### src/rtl/core/gcd_pkg.sv
`default_nettype none

package gcd_pkg;

    // Angle lanes that run through the sine/cosine cell rows.
    localparam int LANES    = 4;
    localparam int LN_DLAT  = 0;
    localparam int LN_DLON  = 1;
    localparam int LN_LAT_A = 2;
    localparam int LN_LAT_B = 3;

    localparam int SQRT_STEPS = 32;

    // Angles in units of 2^-17 degree.
    localparam logic [25:0] DEG90  = 26'd11796480;
    localparam logic [25:0] DEG180 = 26'd23592960;

    // floor(floor(pi * 2^60) / 2^20 / 180): degrees (2^-17) to Q30 radians after >> 27.
    localparam logic [34:0] KRAD = 35'd19190098068;

    localparam logic [32:0] INV_GAIN = 33'h026DD3B6A;
    localparam logic [30:0] HALF_PI  = 31'h6487ED51;
    localparam logic [30:0] ONE_Q30  = 31'h40000000;
    localparam logic [13:0] DIAMETER = 14'd12746;
    localparam logic [44:0] ROUND_HALF = 45'd2097152;

    typedef struct packed {
        logic signed [32:0] x;
        logic signed [32:0] y;
        logic signed [32:0] z;
    } t_cordic;

    typedef struct packed {
        logic [63:0] v;
        logic [63:0] r;
    } t_sqrt;

    function automatic logic [31:0] atan_q30(input logic [4:0] idx);
        logic [31:0] t;
        case (idx)
            5'd0:  t = 32'h3243F6A8;
            5'd1:  t = 32'h1DAC6705;
            5'd2:  t = 32'h0FADBAFC;
            5'd3:  t = 32'h07F56EA6;
            5'd4:  t = 32'h03FEAB76;
            5'd5:  t = 32'h01FFD55B;
            5'd6:  t = 32'h00FFFAAA;
            5'd7:  t = 32'h007FFF55;
            5'd8:  t = 32'h003FFFEA;
            5'd9:  t = 32'h001FFFFD;
            5'd10: t = 32'h000FFFFF;
            5'd11: t = 32'h0007FFFF;
            5'd12: t = 32'h0003FFFF;
            5'd13: t = 32'h0001FFFF;
            5'd14: t = 32'h0000FFFF;
            5'd15: t = 32'h00007FFF;
            5'd16: t = 32'h00003FFF;
            5'd17: t = 32'h00001FFF;
            5'd18: t = 32'h00000FFF;
            5'd19: t = 32'h000007FF;
            5'd20: t = 32'h000003FF;
            5'd21: t = 32'h000001FF;
            5'd22: t = 32'h000000FF;
            5'd23: t = 32'h0000007F;
            5'd24: t = 32'h0000003F;
            5'd25: t = 32'h0000001F;
            5'd26: t = 32'h0000000F;
            5'd27: t = 32'h00000008;
            5'd28: t = 32'h00000004;
            5'd29: t = 32'h00000002;
            5'd30: t = 32'h00000001;
            default: t = 32'h00000000;
        endcase
        return t;
    endfunction

endpackage

`default_nettype wire

### src/rtl/core/gcd_rot_cell.sv
`default_nettype none

module gcd_rot_cell #(
    parameter int STEP = 0
) (
    input  logic             i_clk,
    input  logic             i_en,
    input  gcd_pkg::t_cordic i_d,
    output gcd_pkg::t_cordic o_d
);

    gcd_pkg::t_cordic   r_d;
    gcd_pkg::t_cordic   n_d;
    logic signed [32:0] w_dx;
    logic signed [32:0] w_dy;
    logic signed [32:0] w_at;

    always_comb begin
        w_dx = i_d.y >>> STEP;
        w_dy = i_d.x >>> STEP;
        w_at = 33'(gcd_pkg::atan_q30(5'(STEP)));
        if (!i_d.z[32]) begin
            n_d.x = i_d.x - w_dx;
            n_d.y = i_d.y + w_dy;
            n_d.z = i_d.z - w_at;
        end else begin
            n_d.x = i_d.x + w_dx;
            n_d.y = i_d.y - w_dy;
            n_d.z = i_d.z + w_at;
        end
    end

    always_ff @(posedge i_clk) begin
        if (i_en) begin
            r_d <= n_d;
        end
    end

    assign o_d = r_d;

endmodule

`default_nettype wire

### config.mk
export PLATFORM = sky130hd
export DESIGN_NAME = gcd_rot_cell
export DESIGN_NICKNAME = d
export VERILOG_FILES = /design/src/rtl/core/gcd_pkg.sv /design/src/rtl/core/gcd_rot_cell.sv
export SDC_FILE = /design/constraint.sdc
export NUM_CORES = 1
export LEC_CHECK = 0
export BUFFER_PORTS_ARGS = -buffer_cell sky130_fd_sc_hd__buf_2
export CAP_MARGIN = 5
export CORE_ASPECT_RATIO = 0.5
export CORE_UTILIZATION = 38
export CTS_BUF_LIST = sky130_fd_sc_hd__clkbuf_16
export DETAILED_ROUTE_END_ITERATION = 7
export PLACE_DENSITY = 0.66
export SLEW_MARGIN = 20
export SYNTH_ARGS = -nofsm -noshare
export SYNTH_HDL_FRONTEND = slang
export SYNTH_SLANG_ARGS = --single-unit
### constraint.sdc
create_clock -name i_clk -period 4.75 [get_ports i_clk]
set_input_delay 0.2375 -clock i_clk [delete_from_list [all_inputs] [get_ports i_clk]]
set_output_delay 0.2375 -clock i_clk [all_outputs]
set_load 0.005 [all_outputs]
# Word-level counts from Yosys, hierarchy flattened
# Cells that the tools add are included.
# classes
bitwise	0
mux	1
mul	0
n_eq_ne	0
div_mod_pow	0
n_addsub	5
magnitude_cmp	0
n_reduce_logical	0
n_shift	0
# ops
operator	count
$mux 99	1
$sub 33x33->33	2
$add 33x31->33 const B	1
$add 33x33->33	1
$sub 33x31->33 const B	1
# word_totals
in_bits	101
wordCells	9
mem_bits_ro	0
latchBits	0
ramBits	0
output_inout_bits	99
mem_count	0
regBits	99

# Logic depth before layout (Yosys ltp)
# logic_depth
ltp_word	2
mapped_depth	14
mapped_depth_nobuf	12

# Worst setup path after synthesis
# No wires, ideal clock.
# synth_timing
path_type	input to register
startpoint	in i_d[32] (netlist bit)
endpoint	reg r_d (netlist bit o_d[31]) (data pin)
n_path_buf	2
t_arrival_ns	3.289
t_required_ns	4.492
setup_time_ns	0.258
cell_stages	13
slack_ns	1.203
cell_sequence	clkbuf_1 clkinv_1 clkbuf_1 fa_1 a21oi_1 o221ai_1 a31oi_1 a21oi_1 o41ai_1 o21ai_1 or3_1 a31oi_1 xnor2_1
# synth_rtl
item	line_no	rtl
start, declared	gcd_rot_cell.sv:8	input gcd_pkg::t_cordic i_d,
end signal, assigned	gcd_rot_cell.sv:35	r_d <= n_d;
end, declared	gcd_rot_cell.sv:12	gcd_pkg::t_cordic r_d;

==> results.txt <==
----------------------------------------------------
[Timing]
  Final critical path time including I/O delays and setup ... 3209 ps
  Final setup fails ... 0
  Fmax ... 311.6 MHz
  Worst slew pin tran ... 975.7 ps
  Count of final hold-check violations ... 0
  Final Max Tran Viols ... 0
  Share of the cycle needed by the critical path after routing ... 0.6756
  Setup TNS after final layout ... 0 ps
  RSZ-0062 raised after global routing ... false
  Remaining max-slew budget at the tightest pin ... 0.3496

[Setup path]
  Worst stage delay on the critical path ... 470 ps
  Crit. End Element ... register
  Largest driver fanout on the critical path ... 17
  Data arrival at the endpoint of the critical path ... 3330 ps
  Type of the worst setup path ... input port to register
  Category of the worst setup path launch point ... input port
  Critical Path, Cell by Cell ... buf_4, inv_2, fa_1, a21oi_1, o221ai_1, a31oi_1, a21oi_1, o41ai_1, o21ai_1, or3_1, a31oi_1, xnor2_1
  Required @ worst endpoint ... 4870 ps
  Cell with the largest stage delay on the worst path ... sky130_fd_sc_hd__fa_1

[Clocking]
  TritonCTS clock tree ... yes
  H-tree Lvls ... 3
  Number of buffers added by the clock tree synthesis step ... 9
  Number of resized instances in the post-cts repair step ... 0
  Count of hold buffers inserted by post-cts repair ... 0
  Post-CTS clock slew at the launch and capture registers of the worst setup and hold paths ... 80 ps
  Buffer depth of the longest clock path ... 2
  Number of clock sinks ... 98
  Buffer type at the clock tree root ... sky130_fd_sc_hd__clkbuf_16
  # Post-CTS Setup Buffers ... 0

[Synthesis]
  Sequential cell area fraction in the yosys report ... 0.3031
  Number of synthesized flops with an enable pin ... 98
  Most frequently used flop master after synthesis ... sky130_fd_sc_hd__edfxtp_1
  Most instantiated library cell after synthesis ... sky130_fd_sc_hd__a21oi_1
  Number of distinct library cells after synthesis ... 69
  Post-Syn Nets ... 1361
  Post-synthesis cell type with the largest combined area ... sky130_fd_sc_hd__edfxtp_1
  Area share of the largest cell type after synthesis ... 0.3031
  Commonest cells in the netlist ... 135 x sky130_fd_sc_hd__a21oi_1, 124 x sky130_fd_sc_hd__ha_1, 105 x sky130_fd_sc_hd__inv_1
  Syn Std Cell Area ... 9709 µm²
  Largest cells by area after synthesis ... sky130_fd_sc_hd__edfxtp_1 30%, sky130_fd_sc_hd__ha_1 16%, sky130_fd_sc_hd__a21oi_1 7.0%
  Mean instance size in the synthesized netlist ... 8.577 µm²
  Number of synthesized register bits ... 98
  Ys async rst share ... 0
  Number of instances in the synthesized netlist ... 1132
  Synthesis Warnings ... 0

[Finish]
  Ratio of cells with drive above 1 in the final layout ... 0.1824
  Count of non-filler cells in the finished layout ... 1635
  Antenna diode count ... 0
  Number of nets at the end of the flow ... 1523
  Area growth from synthesis to layout ... 15.61%
  Flip-flop count of the largest register after layout ... 98
  Post-Layout Inst Area ... 11220 µm²

[Hold path]
  Worst hold path class ... input port to register

[Die]
  CORE AREA ... 24520 µm²
  Area enclosed by the die boundary ... 26230 µm²
  Row Count ... 40
  Die Y ... 115.0 µm
  Starting Density ... 0.3959
  I/O pin total ... 200
  Die Span X ... 228.1 µm

[Detailed routing]
  Via-to-Cell Ratio ... 5.580
  Residual DRC count ... 0
  Number of iterations in the first detailed-routing pass ... 5
  Vias after detailed routing ... 9123
  Starting DRT DRC Count ... 856
  Mean routed wirelength per cell ... 18.15 µm
  Antenna Violating Nets Remaining ... 0
  Total wirelength of the detailed-routed design ... 29.68 mm

[GRT]
  First-pass GRT wire length ... 45.59 mm
  GRT Util Overall ... 0.2211
  Largest net degree at the start of global routing ... 91
  Number of antenna violations at the first check in global routing ... 0
  Number of global-route vias before repair ... 8367
  Overflow left after global routing ... 0

[Placed design]
  DP Cell Count ... 1619
  Total placed instance area ... 10940 µm²
  Final HPWL DP ... 23.26 mm
  Number of buffers added on ports ... 199
  Routability congestion estimate from global placement ... 0.9336

[Outcome]
  Run status ... complete, no violations

[Power and ir drop]
  Worst IR drop on VDD ... 0.1774 mV
  Power density over the cells ... 278.7 nW/µm²
  Static leakage ... 5.042 nW

[Flow run]
  Max Cap Viol ... 0

----------------------------------------------------
[final cells by class]
class,instances,area (µm²)
Fill cell,2440,13300
Multi-Input combinational cell,874,6145
Sequential cell,98,2943
Timing Repair Buffer,202,1023
Tap cell,336,420.4
Inverter,109,409.1
Clock buffer,9,225.2
Clock inverter,7,58.81
[layout by cell type (no fill, tap or decap), types with 9 or more instances in the layout]
cell type	Yosys	layout
sky130_fd_sc_hd__a21o_1	40	40
sky130_fd_sc_hd__a21oi_1	135	135
sky130_fd_sc_hd__a31oi_1	13	13
sky130_fd_sc_hd__buf_2	8	197
sky130_fd_sc_hd__clkbuf_16	0	9
sky130_fd_sc_hd__edfxtp_1	98	98
sky130_fd_sc_hd__ha_1	124	124
sky130_fd_sc_hd__inv_1	105	106
sky130_fd_sc_hd__nand2_1	60	60
sky130_fd_sc_hd__nand3_1	27	27
sky130_fd_sc_hd__nor2_1	82	82
sky130_fd_sc_hd__nor2b_1	12	12
sky130_fd_sc_hd__nor3_1	28	28
sky130_fd_sc_hd__nor4_1	10	10
sky130_fd_sc_hd__o211ai_1	9	9
sky130_fd_sc_hd__o21a_1	12	12
sky130_fd_sc_hd__o21ai_0	85	85
sky130_fd_sc_hd__o21ai_1	11	11
sky130_fd_sc_hd__o21bai_1	13	13
sky130_fd_sc_hd__o31ai_1	11	11
sky130_fd_sc_hd__or3_1	11	11
sky130_fd_sc_hd__xnor2_1	71	71
sky130_fd_sc_hd__xor2_1	16	16
[worst max-delay path: cells and delay by family]
kind            cells  cell delay (ps)
compound gates      7             1720
buf+inv             2              450
fa+ha+maj           1              470
simple gates        1              360
xor+xnor            1               80
[cells by family after synthesis]
family / count (synthesis) / share of synthesized area
AND/OR/NAND/NOR: 264 / 0.1294
adder cells (fa/ha/maj): 128 / 0.1680
flip-flops: 98 / 0.3031
multiplexers: 9 / 0.009407
XOR/XNOR: 87 / 0.07848
buffers and inverters: 160 / 0.06405
AO/OA/AOI/OAI: 386 / 0.2476
[per-stage QoR]
| stage | util | total power, W | worst slack, ps | hold WS, ps |
|---|---|---|---|---|
| after floorplan | - | 0.001949 | 1203 | 336.4 |
| after global placement | 0.4461 | 0.002385 | 1255 | 415.2 |
| after detailed placement | 0.4461 | 0.002400 | 1197 | 416.7 |
| after CTS | 0.4577 | 0.003140 | 1562 | 23.52 |
| after global routing | 0.4577 | 0.003296 | 1255 | 18.43 |
| final | 0.4577 | 0.003129 | 1541 | 42.66 |
[path summary, 6_finish.rpt]
kind / startpoint / end / slack [ps] / cells past startpoint
worst min-delay path: i_d[2] / o_d[2] / 40 / 1
worst max-delay path: i_d[32] / o_d[31] / 1540 / 12
[metal layers]
metal  global-route usage  wire length [µm]
met1               0.3078             13860
met2               0.3561             13380
met3              0.03943              1967
met4              0.05593               463
met5                    0                 0
[power by group]
part / leakage [nW] / total [W] / internal [W] / switching [W]
clock network: 0.144 / 0.000732 / 0.000366 / 0.000366
registers: 0.959 / 0.00119 / 0.00115 / 0.0000476
logic: 3.94 / 0.00120 / 0.000482 / 0.000720
total: 5.04 / 0.00313 / 0.00199 / 0.00113
Note: power is estimated with default switching activity, not from simulation.
