$ cat config.mk
export PLATFORM = sky130hd
export DESIGN_NAME = gcd_sqrt_cell
export DESIGN_NICKNAME = d
export VERILOG_FILES = /design/src/rtl/core/gcd_pkg.sv /design/src/rtl/core/gcd_sqrt_cell.sv
export SDC_FILE = /design/constraint.sdc
export NUM_CORES = 1
export LEC_CHECK = 0
export BUFFER_PORTS_ARGS = -buffer_cell sky130_fd_sc_hd__buf_2
export CAP_MARGIN = 0
export CELL_PAD_IN_SITES_DETAIL_PLACEMENT = 0
export CELL_PAD_IN_SITES_GLOBAL_PLACEMENT = 2
export CORE_MARGIN = 3
export CORE_UTILIZATION = 34
export DETAILED_ROUTE_END_ITERATION = 8
export GPL_TIMING_DRIVEN = 0
export PLACE_DENSITY_LB_ADDON = 0.25
export SLEW_MARGIN = 0
export SYNTH_ARGS = -nofsm -noshare
export SYNTH_HDL_FRONTEND = slang
export SYNTH_SLANG_ARGS = --single-unit
$ cat constraint.sdc
create_clock -name i_clk -period 5.1 [get_ports i_clk]
set_input_delay 0 -clock i_clk [delete_from_list [all_inputs] [get_ports i_clk]]
set_output_delay 0 -clock i_clk [all_outputs]
set_load 0.02 [all_outputs]
$ cat src/rtl/core/gcd_pkg.sv
`default_nettype none

package gcd_pkg;

    // Angle lanes that run through the sine/cosine cell rows.
    localparam int LANES    = 4;
    localparam int LN_DLAT  = 0;
    localparam int LN_DLON  = 1;
    localparam int LN_LAT_A = 2;
    localparam int LN_LAT_B = 3;

    localparam int SQRT_STEPS = 32;

    // Angles in units of 2^-17 degree.
    localparam logic [25:0] DEG90  = 26'd11796480;
    localparam logic [25:0] DEG180 = 26'd23592960;

    // floor(floor(pi * 2^60) / 2^20 / 180): degrees (2^-17) to Q30 radians after >> 27.
    localparam logic [34:0] KRAD = 35'd19190098068;

    localparam logic [32:0] INV_GAIN = 33'h026DD3B6A;
    localparam logic [30:0] HALF_PI  = 31'h6487ED51;
    localparam logic [30:0] ONE_Q30  = 31'h40000000;
    localparam logic [13:0] DIAMETER = 14'd12746;
    localparam logic [44:0] ROUND_HALF = 45'd2097152;

    typedef struct packed {
        logic signed [32:0] x;
        logic signed [32:0] y;
        logic signed [32:0] z;
    } t_cordic;

    typedef struct packed {
        logic [63:0] v;
        logic [63:0] r;
    } t_sqrt;

    function automatic logic [31:0] atan_q30(input logic [4:0] idx);
        logic [31:0] t;
        case (idx)
            5'd0:  t = 32'h3243F6A8;
            5'd1:  t = 32'h1DAC6705;
            5'd2:  t = 32'h0FADBAFC;
            5'd3:  t = 32'h07F56EA6;
            5'd4:  t = 32'h03FEAB76;
            5'd5:  t = 32'h01FFD55B;
            5'd6:  t = 32'h00FFFAAA;
            5'd7:  t = 32'h007FFF55;
            5'd8:  t = 32'h003FFFEA;
            5'd9:  t = 32'h001FFFFD;
            5'd10: t = 32'h000FFFFF;
            5'd11: t = 32'h0007FFFF;
            5'd12: t = 32'h0003FFFF;
            5'd13: t = 32'h0001FFFF;
            5'd14: t = 32'h0000FFFF;
            5'd15: t = 32'h00007FFF;
            5'd16: t = 32'h00003FFF;
            5'd17: t = 32'h00001FFF;
            5'd18: t = 32'h00000FFF;
            5'd19: t = 32'h000007FF;
            5'd20: t = 32'h000003FF;
            5'd21: t = 32'h000001FF;
            5'd22: t = 32'h000000FF;
            5'd23: t = 32'h0000007F;
            5'd24: t = 32'h0000003F;
            5'd25: t = 32'h0000001F;
            5'd26: t = 32'h0000000F;
            5'd27: t = 32'h00000008;
            5'd28: t = 32'h00000004;
            5'd29: t = 32'h00000002;
            5'd30: t = 32'h00000001;
            default: t = 32'h00000000;
        endcase
        return t;
    endfunction

endpackage

`default_nettype wire

$ cat src/rtl/core/gcd_sqrt_cell.sv
`default_nettype none

module gcd_sqrt_cell #(
    parameter int STEP = 0
) (
    input  logic           i_clk,
    input  logic           i_en,
    input  gcd_pkg::t_sqrt i_d,
    output gcd_pkg::t_sqrt o_d
);

    localparam logic [63:0] DIGIT = 64'd1 << (62 - 2 * STEP);

    gcd_pkg::t_sqrt r_d;
    gcd_pkg::t_sqrt n_d;
    logic [63:0]    w_trial;

    always_comb begin
        w_trial = i_d.r + DIGIT;
        if (i_d.v >= w_trial) begin
            n_d.v = i_d.v - w_trial;
            n_d.r = (i_d.r >> 1) + DIGIT;
        end else begin
            n_d.v = i_d.v;
            n_d.r = i_d.r >> 1;
        end
    end

    always_ff @(posedge i_clk) begin
        if (i_en) begin
            r_d <= n_d;
        end
    end

    assign o_d = r_d;

endmodule

`default_nettype wire

[Word-level counts from Yosys, hierarchy flattened]
Cells that the tools add are included.
Storage, ports and cells
  flip-flop bits (word level): 128
  latch bits: 0
  bits in writable memories: 0
  memory bits (read-only): 0
  bits of input ports: 130
  output and inout port bits: 128
  word-level logic and storage cells: 8
  memories: 0
Operators by class
  $add $sub $neg: 3
  multipliers: 0
  divide/modulo/power cells: 0
  $lt $le $gt $ge: 1
  equality and inequality tests: 0
  shift operators: 0
  mux-type cells: 1
  bitwise gates (word level): 0
  reductions and logical operators: 0
Operator list (number)
  $mux W128: 1
  $add A63 B63 Y64 const B: 1
  $add A64 B63 Y64 const B: 1
  $ge A64 B64 Y1: 1
  $sub A64 B64 Y64: 1

[Logic depth before layout (Yosys ltp)]
  word-level depth: 3
  mapped depth: 14
  mapped depth without buffers: 13

[Least setup slack after synthesis]
No wires, ideal clock.
  kind: in2reg
  start point: input i_d[16] in the netlist's numbering
  end point: register r_d (netlist bit o_d[124]) (data pin)
  setup time: 0.257 ns
  arrival time: 2.606 ns
  required time: 4.843 ns
  slack: 2.237 ns
  stages: 12
  buffers on the path: 0
  cells stage by stage: inv_1 -> ha_1 -> and2_1 -> nand3_1 -> or3_1 -> a41o_1 -> nor3_2 -> o21ai_1 -> o41ai_4 -> or4b_1 -> a21oi_1 -> nor3_1
RTL lines
  start, declared: line gcd_sqrt_cell.sv:8  | input gcd_pkg::t_sqrt i_d,
  end signal, assigned: line gcd_sqrt_cell.sv:31  | r_d <= n_d;
  end, declared: line gcd_sqrt_cell.sv:14  | gcd_pkg::t_sqrt r_d;

==> impl_summary.md <==
Outcome
The flow ran to the end, and the final reports show no timing, DRC or antenna violations.

GRT
Entering global routing, the biggest net connects 72 pins. The wire length of the first global-routing pass is 42200 um. The total congestion overflow is 0. The number of antenna violations at the first check in global routing was 0. The number of global-route vias before repair came to 8014. The combined global-route utilization of all metal layers is 19.8%.

STA
The worst path in the final design needs a cycle of 4.29 ns, including I/O delays and setup. The number of hold violations in the final report is 0. Setup repair after global routing left no endpoint under its margin. In the finished design, the share of the clock period the worst path needs comes to 84.1%. The fmax is 233 MHz. The final-layout setup total negative slack is 0 ns. Headroom to the max-slew limit came out at 47.4%. The actual transition at the worst max-transition pin is 0.779 ns. Setup violations remaining at the end of the flow were counted as 0. The worst hold margin is 0.0155 ns. The final number of max-transition violations was 0.

Yosys
The number of warnings issued by yosys is 0. Ranked by total cell area, the synthesized netlist is headed by sky130_fd_sc_hd__edfxtp_1 (45%), sky130_fd_sc_hd__ha_1 (9.3%), sky130_fd_sc_hd__a21oi_1 (6.5%), sky130_fd_sc_hd__a21o_1 (4.3%), sky130_fd_sc_hd__xnor2_1 (3.7%). The library cell with the largest summed area after synthesis is sky130_fd_sc_hd__edfxtp_1.

The async set-reset flop share out of synthesis is 0%. Summed over its instances, the top area cell type makes up 44.6% of the synthesized netlist area. The most common cell in the synthesized netlist is sky130_fd_sc_hd__edfxtp_1.

The post-synthesis net count is 1080. In this run, synthesis inferred 128 flip-flops with an integrated enable. The cell area that synthesis handed to floorplanning was 8610 um^2. After synthesis, the netlist uses 58 different library cells. The synthesized instance count is 885. The average instance in the mapped netlist occupies 9.73 um^2. The portion of the post-synthesis area used by sequential elements is 44.6%. The most used flip-flop cell after synthesis is sky130_fd_sc_hd__edfxtp_1.

The total of flip-flops plus latches after synthesis is 128. Counting instances in the post-synthesis netlist gives the leading cell types as sky130_fd_sc_hd__edfxtp_1 (128), sky130_fd_sc_hd__a21oi_1 (111), sky130_fd_sc_hd__nor2_1 (82).

Detailed routing
The pre-antenna-repair detailed-routing pass consisted of 5 iterations. The overall routed net length is 27000 um. Using the TritonRoute via totals, the vias-per-cell ratio works out to 4.91. The residual DRC count is 0.

The violation count after the first detailed-routing iteration is 396. The remaining antenna violation count is 0. Dividing the detail-routed wire length by the instance count gives 16.7 um.

For this block, the via count after detailed routing is 7966.

Worst setup path
The arrival time of data at the critical path endpoint is 4.53 ns. At the worst endpoint, the required time is 5.35 ns. The worst-path maximum fanout is 6. The worst setup path is launched from a primary input. The nature of the critical path endpoint is a flop. The classification of the worst setup path is in2reg.

Floorplan
The placeable core area is 24600 um^2. During I/O placement, the number of pins put on the boundary was 258. The standard-cell row count is 57. The floorplan step defined a die boundary enclosing 27300 um^2. The floorplan step set the die height to 165 um. For this configuration, the core starts out at a cell density of 35.0%. The floorplan step set the die width to 165 um.

Clock network
The clock drives 128 sinks. The clock tree from TritonCTS is done. CTS built an H-tree with a depth of 4. The number of CTS-inserted buffers is 17. The buffer cell driving the clock tree root is sky130_fd_sc_hd__clkbuf_16. In this run the post-CTS setup repair buffer count came out at 0. The clock-pin slew on the worst setup and hold paths is 0.06 ns. The longest clock path from root to sink contains 2 buffers.

Placed design
At the end of routability-driven placement, the weighted congestion stood at 0.838. The placed wire-length estimate is 20500 um. The total of buffers placed on input and output ports is 257.

Cells and area
The flip-flop and latch area is 3840 um^2. 0 antenna diodes ended up in the layout. The area growth from synthesis to layout is 41.5%. Counting the fill cells in the layout gives 2375. The fraction of layout cells with a size suffix above 1 is 24.5%.

The flip-flop count of the largest register, all copies and words added is 128. In the final layout, the multi-input gates occupy 4320 um^2. The final net count is 1480.

Power
The total power divided by cell area is 313 nW/um^2. The static leakage is 5.53 nW. Across the VDD grid, the largest voltage drop is 0.000178 V.

Flow run
The max-cap check violation count is 0.

Hold path
The class of the tightest hold or removal check is in2reg.
## per-stage QoR
stage / area [um^2] / std cells / utilization (%) / power (mW) / setup WS (ns)
floorplan: 8610 / 885 / - / 2.07 / 2.24
global placement: 10300 / 1466 / 41.9 / 2.44 / 1.09
detailed placement: 10300 / 1467 / 42.0 / 2.45 / 1.07
CTS: 12200 / 1621 / 49.5 / 3.86 / 0.962
global route: 12200 / 1621 / 49.5 / 4.02 / 0.592
finish: 12200 / 1621 / 49.5 / 3.81 / 0.813
## timing repair
| action | 4_1_cts | 5_1_grt |
|---|---|---|
| endpoints found under the setup margin | 0 | 0 |
| hold endpoints to repair | 124 | 0 |
| hold buffers | 123 | 0 |
| resized for setup | 0 | 0 |
## final cells by class
cell class              instances  share of cell area, %
flip-flops and latches        128                   31.5
multi-input cells             642                   35.4
clock buffers                  17                   3.49
inverters                      78                   2.40
repair buffers                381                   20.9
clock inverters                14                   1.58
plain buffers                  37                   1.26
well taps                     324                   3.33
## critical path, cell delays in order
cell                            delay [ns]
sky130_fd_sc_hd__dlygate4sd3_1        0.54
sky130_fd_sc_hd__buf_2                0.13
sky130_fd_sc_hd__inv_1                0.04
sky130_fd_sc_hd__ha_1                 0.38
sky130_fd_sc_hd__o211ai_1             0.21
sky130_fd_sc_hd__a21oi_1              0.09
sky130_fd_sc_hd__o41ai_1              0.65
sky130_fd_sc_hd__nand4bb_1            0.31
sky130_fd_sc_hd__a31oi_1              0.38
sky130_fd_sc_hd__o21ai_1              0.23
sky130_fd_sc_hd__a21oi_1              0.60
sky130_fd_sc_hd__o21ai_0              0.43
sky130_fd_sc_hd__and4_1               0.34
sky130_fd_sc_hd__nor3_1               0.20
## final timing paths
kind	from	end	slack, ns	depth (start not counted)
max	i_d[3]	o_d[124]	0.81	14
min	i_d[121]	o_d[121]	0.02	3
## cells by family (layout without fill, tap and decap cells)
kind of cell               after synthesis  after routing  share of synthesized area [%]
muxes                                   15             15                           1.95
xor gates and xnor gates                56             56                           5.70
buffers and inverters                  115            527                           5.19
AOI/OAI and AO/OA                      272            272                           19.8
adders and majority gates               65             65                           9.53
DFF                                    128            128                           44.6
and+or+nand+nor                        234            234                           13.2
## where the power goes
part | leakage [nW] | internal [mW] | switching [mW]
Sequential | 1.25 | 1.31 | 0.0274
Clock | 0.286 | 0.815 | 0.504
Combinational | 3.99 | 0.457 | 0.697
## cells in the final DEF (no fill, tap or decap), drive strengths merged, types with 3 or more instances in the layout
cell / n
buf: 269
edfxtp: 128
dlygate4sd3: 123
a21oi: 111
nor2: 82
inv: 78
ha: 64
nand2: 52
a21o: 49
o21ai: 43
clkbuf: 43
xnor2: 36
xor2: 20
nand4: 18
nand3: 14
mux2: 14
and3: 13
nor3: 12
o21bai: 11
and2: 10
nor2b: 10
o211ai: 7
a31oi: 7
o21a: 7
clkinv: 6
a21boi: 5
a41oi: 5
o31a: 5
or3: 4
a211oi: 4
or2: 4
clkinvlp: 4
bufinv: 4
and4: 3
nand2b: 3
o41ai: 3
## per-layer routing
layer | track usage, % | routed length [um]
met1 | 27.1 | 12700
met5 | 0 | 0
met4 | 4.80 | 327
met2 | 32.4 | 12600
met3 | 3.87 | 1390
(Power assumes the default switching activity.)
