--- src/rtl/core/gcd_pkg.sv ---
`default_nettype none

package gcd_pkg;

    // Angle lanes that run through the sine/cosine cell rows.
    localparam int LANES    = 4;
    localparam int LN_DLAT  = 0;
    localparam int LN_DLON  = 1;
    localparam int LN_LAT_A = 2;
    localparam int LN_LAT_B = 3;

    localparam int SQRT_STEPS = 32;

    // Angles in units of 2^-17 degree.
    localparam logic [25:0] DEG90  = 26'd11796480;
    localparam logic [25:0] DEG180 = 26'd23592960;

    // floor(floor(pi * 2^60) / 2^20 / 180): degrees (2^-17) to Q30 radians after >> 27.
    localparam logic [34:0] KRAD = 35'd19190098068;

    localparam logic [32:0] INV_GAIN = 33'h026DD3B6A;
    localparam logic [30:0] HALF_PI  = 31'h6487ED51;
    localparam logic [30:0] ONE_Q30  = 31'h40000000;
    localparam logic [13:0] DIAMETER = 14'd12746;
    localparam logic [44:0] ROUND_HALF = 45'd2097152;

    typedef struct packed {
        logic signed [32:0] x;
        logic signed [32:0] y;
        logic signed [32:0] z;
    } t_cordic;

    typedef struct packed {
        logic [63:0] v;
        logic [63:0] r;
    } t_sqrt;

    function automatic logic [31:0] atan_q30(input logic [4:0] idx);
        logic [31:0] t;
        case (idx)
            5'd0:  t = 32'h3243F6A8;
            5'd1:  t = 32'h1DAC6705;
            5'd2:  t = 32'h0FADBAFC;
            5'd3:  t = 32'h07F56EA6;
            5'd4:  t = 32'h03FEAB76;
            5'd5:  t = 32'h01FFD55B;
            5'd6:  t = 32'h00FFFAAA;
            5'd7:  t = 32'h007FFF55;
            5'd8:  t = 32'h003FFFEA;
            5'd9:  t = 32'h001FFFFD;
            5'd10: t = 32'h000FFFFF;
            5'd11: t = 32'h0007FFFF;
            5'd12: t = 32'h0003FFFF;
            5'd13: t = 32'h0001FFFF;
            5'd14: t = 32'h0000FFFF;
            5'd15: t = 32'h00007FFF;
            5'd16: t = 32'h00003FFF;
            5'd17: t = 32'h00001FFF;
            5'd18: t = 32'h00000FFF;
            5'd19: t = 32'h000007FF;
            5'd20: t = 32'h000003FF;
            5'd21: t = 32'h000001FF;
            5'd22: t = 32'h000000FF;
            5'd23: t = 32'h0000007F;
            5'd24: t = 32'h0000003F;
            5'd25: t = 32'h0000001F;
            5'd26: t = 32'h0000000F;
            5'd27: t = 32'h00000008;
            5'd28: t = 32'h00000004;
            5'd29: t = 32'h00000002;
            5'd30: t = 32'h00000001;
            default: t = 32'h00000000;
        endcase
        return t;
    endfunction

endpackage

`default_nettype wire

--- src/rtl/core/gcd_vec_cell.sv ---
`default_nettype none

module gcd_vec_cell #(
    parameter int STEP = 0
) (
    input  logic             i_clk,
    input  logic             i_en,
    input  gcd_pkg::t_cordic i_d,
    output gcd_pkg::t_cordic o_d
);

    gcd_pkg::t_cordic   r_d;
    gcd_pkg::t_cordic   n_d;
    logic signed [32:0] w_dx;
    logic signed [32:0] w_dy;
    logic signed [32:0] w_at;

    // Drives y toward zero; z collects the angle of the input vector.
    always_comb begin
        w_dx = i_d.y >>> STEP;
        w_dy = i_d.x >>> STEP;
        w_at = 33'(gcd_pkg::atan_q30(5'(STEP)));
        if (!i_d.y[32]) begin
            n_d.x = i_d.x + w_dx;
            n_d.y = i_d.y - w_dy;
            n_d.z = i_d.z + w_at;
        end else begin
            n_d.x = i_d.x - w_dx;
            n_d.y = i_d.y + w_dy;
            n_d.z = i_d.z - w_at;
        end
    end

    always_ff @(posedge i_clk) begin
        if (i_en) begin
            r_d <= n_d;
        end
    end

    assign o_d = r_d;

endmodule

`default_nettype wire

--- config.mk ---
export PLATFORM = sky130hd
export DESIGN_NAME = gcd_vec_cell
export DESIGN_NICKNAME = d
export VERILOG_FILES = /design/src/rtl/core/gcd_pkg.sv /design/src/rtl/core/gcd_vec_cell.sv
export SDC_FILE = /design/constraint.sdc
export NUM_CORES = 1
export LEC_CHECK = 0
export ABC_AREA = 0
export BUFFER_PORTS_ARGS = -buffer_cell sky130_fd_sc_hd__buf_4
export CORE_UTILIZATION = 50
export CTS_BUF_LIST = sky130_fd_sc_hd__clkbuf_8
export DETAILED_ROUTE_END_ITERATION = 8
export PLACE_DENSITY = 0.74
export SYNTH_ARGS = -nofsm -noshare
export SYNTH_HDL_FRONTEND = slang
export SYNTH_SLANG_ARGS = --single-unit
--- constraint.sdc ---
create_clock -name i_clk -period 3.95 [get_ports i_clk]
set_input_delay 0.395 -clock i_clk [delete_from_list [all_inputs] [get_ports i_clk]]
set_output_delay 0.395 -clock i_clk [all_outputs]
set_load 0.05 [all_outputs]
Word-level counts from Yosys, hierarchy flattened --
Cells that the tools add are included.
Storage, ports and cells: bits of input ports 101, bits in registers 99, word-level logic and storage cells 9, output and inout port bits 99
Cells by class: add/sub/neg operators 5, mux-type cells 1
Operator list (number):
- $mux 99 | 1
- $sub 33x33->33 | 2
- $add 33x31->33 const B | 1
- $add 33x33->33 | 1
- $sub 33x31->33 const B | 1

Depth between registers and ports, before layout --
Gate-level depths: netlist (run 1).
depth after elaboration 2, gate-level depth with buffers 13

Worst setup path before layout (run 1) --
No wires, ideal clock.
path type in2reg, start point in i_d[65] (netlist name), end point reg r_d, in the netlist o_d[31] (data pin), arrival 3.337 ns, data required time 3.692 ns, path slack 0.355 ns, setup time 0.258 ns, stages 13, buffers on the path 2, path through inv_1 buf_2 buf_1 ha_1 nor2b_1 o31a_1 o31ai_2 a2111oi_0 or3_1 a221oi_2 o21ai_0 a21oi_1 xnor2_1
RTL lines:
- start: declaration | line gcd_vec_cell.sv:8 | input gcd_pkg::t_cordic i_d,
- end signal: assignment | line gcd_vec_cell.sv:36 | r_d <= n_d;
- end: declaration | line gcd_vec_cell.sv:12 | gcd_pkg::t_cordic r_d;

==> summary by stage, run 1 <==
Worst setup path
The worst setup path is captured at a flop. The startpoint kind of the worst setup timing path is an input pin. The critical path is of the in -> reg type. STA puts the critical path data required time at between 4 and 5 ns. The data arrival time at the worst-slack endpoint is between 3 and 4 ns. The worst-path maximum fanout is 3.

Clocking
In this run the clock root is driven by a sky130_fd_sc_hd__clkbuf_8. The total clock buffers created by CTS is 9. In this run, post-CTS repair resized a total of 0 instances. For this design, the CTS-stage hold fixing added 0 buffers. The buffer depth of the longest clock path is 2. After clock tree synthesis, the clock-pin slew on the worst setup and hold paths is around 0.10 ns. The total number of clock tree sinks is a little under 100. The H-tree depth reported by CTS is 3. TritonCTS built the clock tree. The number of post-CTS setup repair buffers is 0.

GRT
The number of global-route vias before repair is between 8000 and 9000. The first global-routing pass estimated between 40000 and 50000 um of wire. The global router's overall resource usage is 27.9%.

The global-route congestion overflow total is 0. Entering global routing, the biggest net connects between 70 and 80 pins. The initial antenna violation count came to 0.

Routing
The length of routed wiring on met1 is approximately 13000 um. Dividing the detail-routed via count by the number of cells gives slightly below 6. The violation count after the first detailed-route iteration is approximately 940. The routed design uses about 2700 um of met3 wire. After detailed routing, the number of remaining DRC violations is 0. The detailed-router iteration count before antenna repair is 8. The number of antenna-violating nets in the routed design is 0.

The wire length per cell is around 18 um. For this block, the routed nets add up to ~29000 um of wire. The wire length on met2 is roughly 13000 um. The overall via count from detail_route is between 9000 and 10000. After detailed routing, no signal wire sits above met4.

Power
The power density relative to cell area is between 300 and 400 nW/um^2. The worst-case IR drop observed on VDD is a little under 0.0002 V. The leakage power total is about 0.0054 uW. The design draws roughly 4400 uW.

Timing
The minimum clock period after layout is between 3 and 4 ns. The achievable frequency is ~300 MHz. After routing, the total negative slack on setup checks comes to 0 ns. The final max-slew violation count is 0. For the pin with the worst max-slew slack, the measured transition is 0.931 ns. The final hold violation count is 0.

The worst slew slack as a fraction of its limit is roughly 38%. Setup repair after global routing left no endpoint under its margin. The worst path uses 84.4% of the clock period. The setup violation total in the final timing report is 0.

Synthesis
The net count of the mapped netlist is 1383. During synthesis, Yosys emitted a total of 0 warnings. The proportion of synthesized flip-flops having asynchronous set or reset is 0%. The biggest area contributor in the post-synthesis netlist is sky130_fd_sc_hd__edfxtp_1. Ranked by total cell area, the synthesized netlist is headed by sky130_fd_sc_hd__edfxtp_1 (29%), sky130_fd_sc_hd__ha_1 (17%), sky130_fd_sc_hd__a21oi_1 (6.8%). The synthesized netlist cell count is ~1100. The total of flip-flops plus latches after synthesis is a little under 100. In the synthesized netlist the dominant register cell turns out to be sky130_fd_sc_hd__edfxtp_1. In this run, distinct cell masters in the synthesized netlist total 82. The average size of a mapped cell is a little under 9 sq um.

The sequential share of the synthesized area is just under 30%. The top cell type by area accounts for between 20 and 30% of the synthesized area. The count of flip-flops with a built-in enable after synthesis is around 100. The area of the mapped netlist is 10100 sq um.

Floorplan
The die span in y is roughly 140 um. The area of the placeable core is about 20000 sq um. The die area is a little over 20000 sq um. Once the floorplan was initialized, standard cells occupied 51.4% of the core. The boundary pin count is 200. The number of placement rows is 51.

The horizontal die dimension is between 100 and 150 um.

Final layout
The net count of the finished layout is 1562. Cells with a size suffix above 1 make up about a fifth of the layout. The register with the most flip-flops in the layout has just under 100 of them. 0 antenna diodes ended up in the layout. The non-filler instance count after layout is ~1600.

Relative to the synthesized area, the layout overhead comes to 19.5%. Counting the fill cells in the layout gives approximately 1800. Cells fill 61.4% of the core in the end.

Placement
The cell total after placement is approximately 1600. The congestion estimate from routability-driven global placement came to roughly 0.96. Detailed placement finished with a half-perimeter wire length of between 20000 and 25000 um. The count of input and output buffers is approximately 200.

Worst hold path
The sink of the worst hold path is o_d[2]. Counting instances, the worst hold path has a depth of 1. The start point of the worst min-delay path is i_d[2].

The worst hold path class is in -> reg.

Outcome
The flow ran to the end, and the final reports show no timing, DRC or antenna violations.

Flow run
The count of maximum capacitance violations is 0.
-- final cells by class --
cell class / instances / area (sq um) / area share [%]
inverters: 109 / 409 / 3.40
repair buffers: 215 / 1610 / 13.4
well taps: 265 / 332 / 2.76
flip-flops and latches: 98 / 2940 / 24.5
multi-input cells: 891 / 6510 / 54.1
clock inverters: 7 / 100 / 0.832
clock buffers: 9 / 124 / 1.03
-- through the flow --
step / area (sq um) / hold slack, ns / setup WS [ns]
after CTS: 12000 / 0.169 / 0.784
after detailed placement: 11800 / 0.575 / 0.388
final: 12000 / 0.186 / 0.617
after global routing: 12000 / 0.168 / 0.590
after floorplan: 10100 / 0.494 / 0.355
after global placement: 11800 / 0.573 / 0.383
-- power breakdown --
| group | internal [uW] | switching (uW) | total (uW) |
|---|---|---|---|
| Sequential | 1370 | 49.5 | 1420 |
| Combinational | 745 | 1460 | 2210 |
| Clock | 363 | 403 | 767 |
-- cells by family after synthesis --
kind of cell,synth area share (%)
AO/OA/AOI/OAI,26.2
adder cells (fa/ha/maj),17.3
buffers and inverters,6.10
XOR/XNOR,7.57
multiplexers,1.31
flip-flops,29.2
AND/OR/NAND/NOR,12.2
-- synth_stat cells, types with 4 or more instances --
| cell type | number |
|---|---|
| sky130_fd_sc_hd__a21oi_1 | 136 |
| sky130_fd_sc_hd__ha_1 | 133 |
| sky130_fd_sc_hd__inv_1 | 107 |
| sky130_fd_sc_hd__edfxtp_1 | 98 |
| sky130_fd_sc_hd__nor2_1 | 77 |
| sky130_fd_sc_hd__o21ai_0 | 71 |
| sky130_fd_sc_hd__xnor2_1 | 65 |
| sky130_fd_sc_hd__nand2_1 | 58 |
| sky130_fd_sc_hd__a21o_1 | 36 |
| sky130_fd_sc_hd__o21bai_1 | 22 |
| sky130_fd_sc_hd__xor2_1 | 22 |
| sky130_fd_sc_hd__clkbuf_1 | 21 |
| sky130_fd_sc_hd__nor3_1 | 21 |
| sky130_fd_sc_hd__o21a_1 | 18 |
| sky130_fd_sc_hd__a211oi_1 | 17 |
| sky130_fd_sc_hd__nand3_1 | 15 |
| sky130_fd_sc_hd__buf_2 | 14 |
| sky130_fd_sc_hd__nor2b_1 | 14 |
| sky130_fd_sc_hd__o31ai_1 | 13 |
| sky130_fd_sc_hd__a31oi_1 | 12 |
| sky130_fd_sc_hd__mux2i_1 | 12 |
| sky130_fd_sc_hd__nand2b_1 | 12 |
| sky130_fd_sc_hd__and3_1 | 10 |
| sky130_fd_sc_hd__buf_1 | 10 |
| sky130_fd_sc_hd__nand4_1 | 8 |
| sky130_fd_sc_hd__or3_1 | 8 |
| sky130_fd_sc_hd__and2_1 | 7 |
| sky130_fd_sc_hd__nor4_1 | 6 |
| sky130_fd_sc_hd__o2bb2ai_1 | 5 |
| sky130_fd_sc_hd__o31a_1 | 5 |
| sky130_fd_sc_hd__or2_2 | 5 |
| sky130_fd_sc_hd__a21boi_0 | 4 |
| sky130_fd_sc_hd__a221o_1 | 4 |
| sky130_fd_sc_hd__fa_1 | 4 |
| sky130_fd_sc_hd__o211ai_1 | 4 |
-- cell usage in the layout, fill, tap and decap left out, drive strengths merged, types with 6 or more instances in the layout --
| master | count |
|---|---|
| inv | 110 |
| and2 | 7 |
| buf | 215 |
| ha | 133 |
| nor3 | 21 |
| o21bai | 22 |
| o21a | 18 |
| mux2i | 12 |
| a211oi | 17 |
| a31oi | 12 |
| o21ai | 74 |
| nand2b | 13 |
| nor2b | 14 |
| xor2 | 22 |
| or3 | 8 |
| xnor2 | 65 |
| and3 | 10 |
| o31ai | 15 |
| nand3 | 15 |
| nand2 | 59 |
| a21o | 36 |
| edfxtp | 98 |
| nor4 | 6 |
| a21oi | 136 |
| clkbuf | 9 |
| nor2 | 78 |
| nand4 | 8 |
-- layer usage --
metal  GRT usage [%]  up-vias
met2            43.1      462
met3            4.90       45
met1            39.3     4311
li1                -     4514
met4            8.96        0
met5               0        -
-- worst max-delay path by stage --
stage,depth (start not counted),endpoint,from
final,12,o_d[92],i_d[33]
after global routing,12,o_d[92],i_d[36]
after CTS,12,o_d[92],i_d[36]
after detailed placement,12,o_d[92],i_d[36]
after global placement,12,o_d[92],i_d[36]
after floorplan,13,o_d[31],i_d[65]
-- worst max-delay path, cell delays in order --
cell,delay (ns)
sky130_fd_sc_hd__buf_4,0.12
sky130_fd_sc_hd__ha_1,0.23
sky130_fd_sc_hd__fa_1,0.43
sky130_fd_sc_hd__nor2b_1,0.17
sky130_fd_sc_hd__o21ai_0,0.20
sky130_fd_sc_hd__a211oi_1,0.58
sky130_fd_sc_hd__o21ai_1,0.25
sky130_fd_sc_hd__a31oi_1,0.32
sky130_fd_sc_hd__o2bb2ai_1,0.21
sky130_fd_sc_hd__a31oi_1,0.14
sky130_fd_sc_hd__xnor2_1,0.16
sky130_fd_sc_hd__mux2_2,0.26
(Power assumes the default switching activity.)
==> run 2, diff against run 1 <==
PLACE_DENSITY = 0.76   (was 0.74)
clock period = 2.9 ns   (was 3.95 ns; I/O delays follow)
==> run 2 against run 1 <==
  * Highest routed layer unchanged
  * Routed wire length increased by 7.7%
  * Power rose by 44%
  * Critical endpoint is now o_d[90]
  * Via count rose by 10%
  * Clock-buffer cell count did not move
==> summary by stage, run 2 (synthesis gave the netlist of run 1 again) <==
Power
The clock network power share was 16.4% (-1.0 points). The proportion of total power due to net switching came to 42.7% (-0.91 points). The leakage power total is 0.00628 uW (+16%). The total power of the final layout came to 6340 uW (+44%). The power density relative to cell area is 473 nW/um^2 (+29%).

The reported net switching power is 2710 uW (+41%). The power share of the combinational group is 52.7% (+2.5 points). The worst vdd rail ir drop is 0.000238 V (+20%). The internal power consumption was 3640 uW (+46%). The sequential share of power was 30.9% (-1.5 points).

Routing
The total length of routed wires came to 31300 um (+7.7%). The overall via count from detail_route is 10300 (+10%). The violation count after the first detailed-route iteration is 968 (+3.4%). The wire length per cell is 17.7 um (-3.0%).

The number of remaining DRC errors came to 0 (unchanged). The via density per instance is 5.80 (-0.89%). The number of antenna-violating nets in the routed design is 0 (unchanged). The detailed-router iteration count before antenna repair is 6 (-2).

Final layout
The area growth from synthesis to final layout is 33.2%. The library cell used most frequently in the layout, excluding fill and tap cells, is sky130_fd_sc_hd__buf_4. In the layout the commonest cells are sky130_fd_sc_hd__buf_4 (389), sky130_fd_sc_hd__a21oi_1 (135), sky130_fd_sc_hd__ha_1 (132), sky130_fd_sc_hd__inv_1 (106), sky130_fd_sc_hd__edfxtp_1 (98). The fill cell instance count of the final layout is 1642 (-9.4%). The proportion of layout cells with a drive suffix above 1 is 29.1% (+9.8 points). The final-stage net count is 1737 (+11%). The flip-flop count of the largest register after layout is 98 (unchanged). The count of inserted antenna diode cells is 0 (unchanged). The final cell area excluding filler cells is 13400 sq um (+11%).

Worst setup path
The endpoint required time on the critical path is 3.05 ns (-1.04 ns). The worst-path cell with the longest stage delay is sky130_fd_sc_hd__fa_1. STA classifies the critical path endpoint as a flop. The signal on the critical path passes through buf_4 > ha_1 > fa_1 > nand2b_4 > a221oi_4 > o221ai_2 > buf_4 > nand2_2 > o41ai_2 > o21ai_1 > a311o_1 > mux2i_1 > xor2_1. The worst-path maximum fanout was 3 (unchanged). STA classifies the critical path startpoint as an input pin. The number of buffer and inverter instances along the worst setup path is 2 (+1). The biggest cell delay along the critical path is 0.42 ns (-0.16 ns).

The most numerous cell on the critical path is sky130_fd_sc_hd__buf_4. The category of the critical setup timing path is in -> reg. The data arrival time at the worst-slack endpoint is 2.93 ns (-0.54 ns). In this design, the largest share of critical-path delay is due to compound AO/OA/AOI/OAI gates.

Placement
The count of input and output buffers is 199 (unchanged). The detailed placement HPWL is 25500 um (+11%). The last weighted congestion value of the routability-driven placer is 1.01 (+5.5%). The placed instance area is 13100 sq um (+11%).

Clocking
The CTS tree is done. The buffer depth of the longest clock path is 2 (unchanged). The clock tree root driver cell is sky130_fd_sc_hd__clkbuf_8. The total number of clock tree sinks was 98 (unchanged). The H-tree depth reported by CTS came to 3 (unchanged). The total clock buffers created by CTS was 9 (unchanged). The clock transition time at the flip-flop clock pins of the worst setup and hold paths is 0.11 ns (about the same).

GRT
The global-route congestion overflow total is 0 (unchanged). The global router's overall resource usage is 30.2% (+2.3 points). The met1 routing resource usage after global routing is 39.9% (+0.69 points).

The initial antenna violation count came to 0 (unchanged). The pin count of the biggest net entering global routing is 65 (-8.5%). The number of global-route vias before repair is 9605 (+13%).

The met3 usage in global routing was 4.07% (-0.83 points). The global routing met2 resource utilization came to 49.7% (+6.6 points). The most utilized layer in the global route result is met2. The global-route wire length before repair was 48300 um (+8.5%).

Timing
The final hold violation count came to 0 (unchanged). Setup repair after global routing left no endpoint under its margin. The worst slew slack as a fraction of its limit is 57.0% (+19 points). The transition time at the pin with the least slew margin is 0.645 ns (-0.286 ns). The final max-slew violation count is 0 (unchanged). The final total negative setup slack came to 0 ns (unchanged). The achievable frequency is around 360 MHz. The setup violation total in the final timing report is 0 (unchanged). In the finished design, the share of the clock period the worst path needs comes to a little over nine tenths.

The minimum clock period after layout is around 2.8 ns.

Floorplan
The number of placement rows is 51 (unchanged). The initial core utilization is 51.4% (unchanged). The area of the placeable core is 19600 sq um (unchanged). The die span in y was 144 um (unchanged). The boundary pin count is 200 (unchanged). The horizontal die dimension is 144 um (unchanged).

The die area is 20700 sq um (unchanged).

Flow run
The count of maximum capacitance violations is 0 (unchanged).

Worst hold path
The worst hold path belongs to the class in -> reg.

Outcome
The run finished with clean final reports.
-- run 2: routing by layer --
| layer | up-vias | part of all wire, % |
|---|---|---|
| li1 | 4853 | - |
| met1 | 4747 | 42 |
| met2 | 578 | 46 |
| met3 | 86 | 8.7 |
| met4 | 0 | 3.3 |
| met5 | - | 0 |
-- run 2: stage by stage --
stage          setup slack, ns  hold WS, ns  util, %  cells
2_1_floorplan          0.00434        0.389        -   1145
3_3_place_gp            -0.267        0.468     67.1   1753
3_5_place_dp            -0.399        0.470     67.1   1753
4_1_cts                 0.0163       0.0589     68.2   1769
5_1_grt                0.00756       0.0626     68.4   1769
6_report                 0.112       0.0769     68.4   1769
-- run 2: final cells by class --
cell class	count	area, sq um	share of cell area [%]
multi-input combinational	891	6560	48.9
tap	265	332	2.47
timing repair buffer	390	2940	21.9
sequential	98	2940	21.9
clock buffer	9	124	0.924
clock inverter	7	98.8	0.737
inverter	109	409	3.05
-- run 2: what timing repair did --
| action | CTS | global route |
|---|---|---|
| endpoints found under the setup margin | 0 | 13 |
| gates resized for setup | 0 | 8 |
| hold buffers | 0 | 0 |
| buffers inserted | 0 | 0 |
-- run 2: power by group through the flow --
stage | logic (uW) | clock network (uW) | registers [uW]
2_1_floorplan | 1250 | 0 | 2780
3_3_place_gp | 3230 | 0 | 1990
3_5_place_dp | 3280 | 0 | 2000
4_1_cts | 3290 | 1050 | 1960
5_1_grt | 3550 | 1090 | 1980
6_report | 3340 | 1040 | 1960
-- run 2: path summary, 6_finish.rpt --
kind	start	to	cells past startpoint
worst max-delay path	i_d[33]	o_d[90]	13
worst min-delay path	i_d[0]	o_d[0]	1
==> run 3, diff against run 2 <==
CORE_UTILIZATION = 49   (was 50)
PLACE_DENSITY = 0.75   (was 0.76)
TNS_END_PERCENT = 1   (was default)
==> run 3 against run 2 <==
  * First-iteration DRC count shrank 7.4%
  * Non-clock buffer count increased by 8
  * Final area grew 0.87%
  * Power rose by 1.6%
  * Clock power increased by 9%
==> summary by stage, run 3 (synthesis gave the netlist of run 1 again) <==
Outcome
The flow ran to the end, and the final reports show no timing, DRC or antenna violations.

Placement
The last weighted congestion value of the routability-driven placer is 0.992 (-2.0%). The detailed placement HPWL was 25800 um (+0.95%). The pre-CTS setup slack was -0.406 ns (-0.00680 ns).

The count of input and output buffers is 199 (unchanged). The cell total after placement is 1765 (+0.68%).

Routing
The number of remaining DRC errors is 0 (unchanged). The via density per instance is 5.69 (-2.0%). The detailed-router iteration count before antenna repair is 7 (+1). The number of antenna-violating nets in the routed design came to 0 (unchanged).

The total length of routed wires is 31700 um (+1.1%). The violation count after the first detailed-route iteration is 896 (-7.4%). The wire length per cell came to 17.8 um (+0.41%). The overall via count from detail_route was 10100 (-1.3%).

Clocking
The quantity of hold-fixing buffers added after cts came to 0 (unchanged). The H-tree depth reported by CTS was 3 (unchanged). The total number of clock tree sinks came to 98 (unchanged).

The clock transition time at the flip-flop clock pins of the worst setup and hold paths is 0.11 ns (about the same). The clock tree root driver cell is sky130_fd_sc_hd__clkbuf_8. The total clock buffers created by CTS is 9 (unchanged).

The buffer depth of the longest clock path is 2 (unchanged). The CTS tree is done.

Final layout
The proportion of layout cells with a drive suffix above 1 was 29.6% (+0.51 points). In the layout the commonest cells are sky130_fd_sc_hd__buf_4 (396), sky130_fd_sc_hd__a21oi_1 (136), sky130_fd_sc_hd__ha_1 (132), sky130_fd_sc_hd__inv_1 (106), sky130_fd_sc_hd__edfxtp_1 (98). The flip-flop count of the largest register after layout is 98 (unchanged). The count of inserted antenna diode cells came to 0 (unchanged). The area growth from synthesis to final layout is 34.4%. The fill cell instance count of the final layout is 1711 (+4.2%).

The commonest non-fill, non-tap cell in the layout is sky130_fd_sc_hd__buf_4. The storage element area was 2940 sq um (unchanged). The non-filler instance count after layout is 1782 (+0.73%). The multi-input logic area was 6580 sq um (+0.25%).

The final-stage net count is 1745 (+0.46%).

Timing
Setup repair after global routing could not meet its margin everywhere. The final clock period utilization by the worst path was 97.0% (+0.81 points). The minimum setup slack in the final design is 0.0882 ns (-0.0236 ns). The achievable frequency is 356 MHz (-0.84%).

The worst slew slack as a fraction of its limit is 55.7% (-1.2 points). The final hold violation count was 0 (unchanged). The final max-slew violation count is 0 (unchanged).

The transition time at the pin with the least slew margin is 0.664 ns (+0.0185 ns). The setup violation total in the final timing report is 0 (unchanged). The minimum clock period after layout is 2.81 ns (+0.0236 ns).

Worst setup path
The biggest cell delay along the critical path was 0.43 ns (about the same). The type of destination of the critical path is a flop. The critical path is of the in -> reg type.

The worst-path cell with the longest stage delay is sky130_fd_sc_hd__a2111oi_4. The endpoint required time on the critical path is 3.05 ns (about the same). The startpoint kind of the worst setup timing path is an input pin. The data arrival time at the worst-slack endpoint is 2.96 ns (+0.03 ns). Walking the worst path, the cells encountered are buf_4 > inv_1 > ha_1 > buf_4 > nor3_1 > o221ai_4 > a2111oi_4 > nor2_2 > o31ai_4 > a41oi_2 > xor2_1 > mux2_2. The most numerous cell on the critical path is sky130_fd_sc_hd__buf_4. The worst-path maximum fanout came to 5 (+2). The number of buffer and inverter instances along the worst setup path came to 3 (+1). The cell family with the largest share of critical-path delay is compound AO/OA/AOI/OAI gates.

GRT
The initial antenna violation count is 0 (unchanged). The global-route congestion overflow total is 0 (unchanged). The number of global-route vias before repair is 9772 (+1.7%). The pin count of the biggest net entering global routing was 59 (-9.2%). The global-route wire length before repair is 50300 um (+4.1%). The global router's overall resource usage is 29.7% (-0.42 points).

Floorplan
The initial core utilization came to 49.9% (-1.5 points). The area of the placeable core is 20200 sq um (+3.0%). The number of placement rows is 52 (+2.0%). The boundary pin count was 200 (unchanged). The horizontal die dimension was 145 um (+1.0%). The die area is 21100 sq um (+2.0%). The die span in y is 145 um (+1.0%).

Worst hold path
The worst hold path begins at i_d[1]. The worst hold path class is in -> reg. The sink of the worst hold path is o_d[1].

The number of cells on the worst hold path came to 1 (unchanged).

Power
The leakage power total was 0.00635 uW (+1.1%). The worst vdd rail ir drop came to 0.000260 V (+9.3%). The power density relative to cell area is 477 nW/um^2 (+0.77%).

Flow run
The count of maximum capacitance violations is 0 (unchanged).
==> run 3: power by group <==
group	total [uW]	internal, uW	switching [uW]
clock network	1130	580	552
registers	1950	1870	80.3
logic	3360	1280	2080
total	6450	3730	2710
==> run 3: metrics by stage <==
step | power, uW | hold slack [ns] | cell area [sq um] | utilization (%) | TNS [ns]
floorplan | 4030 | 0.389 | 10100 | - | 0
global route | 6720 | 0.0596 | 13500 | 67.1 | -0.0115
CTS | 6410 | 0.0488 | 13500 | 66.8 | 0
global placement | 5240 | 0.469 | 13200 | 65.5 | -5.24
finish | 6450 | 0.0711 | 13500 | 67.1 | 0
detailed placement | 5290 | 0.469 | 13200 | 65.5 | -6.54
==> run 3: layer usage <==
layer  vias up  track usage, %  share of wire, %
met1      4704            40.7                43
met4         0            11.3               2.9
li1       4863               -                 -
met3        70            3.61               7.8
met2       494            48.2                46
met5         -               0                 0
==> run 3: worst max-delay path by stage <==
stage	end	from	slack (ns)	cells past startpoint
2_1_floorplan	o_d[31]	i_d[65]	0.004	13
3_3_place_gp	o_d[92]	i_d[33]	-0.30	13
3_5_place_dp	o_d[90]	i_d[66]	-0.41	14
4_1_cts	o_d[90]	i_d[66]	0.03	14
5_1_grt	o_d[92]	i_d[37]	-0.01	13
6_report	o_d[92]	i_d[41]	0.09	12
==> run 3: area by class of cell <==
class | instances | area share (%)
multi-input combinational | 891 | 48.6
clock buffer | 9 | 0.916
tap | 270 | 2.50
sequential | 98 | 21.8
inverter | 109 | 3.02
timing repair buffer | 398 | 22.3
clock inverter | 7 | 0.888
==> run 3: repair_timing <==
item | in CTS | in global routing
gates resized for setup | 1 | 9
endpoints found under the setup margin | 1 | 9
pin swaps | 0 | 3
buffers inserted | 0 | 1
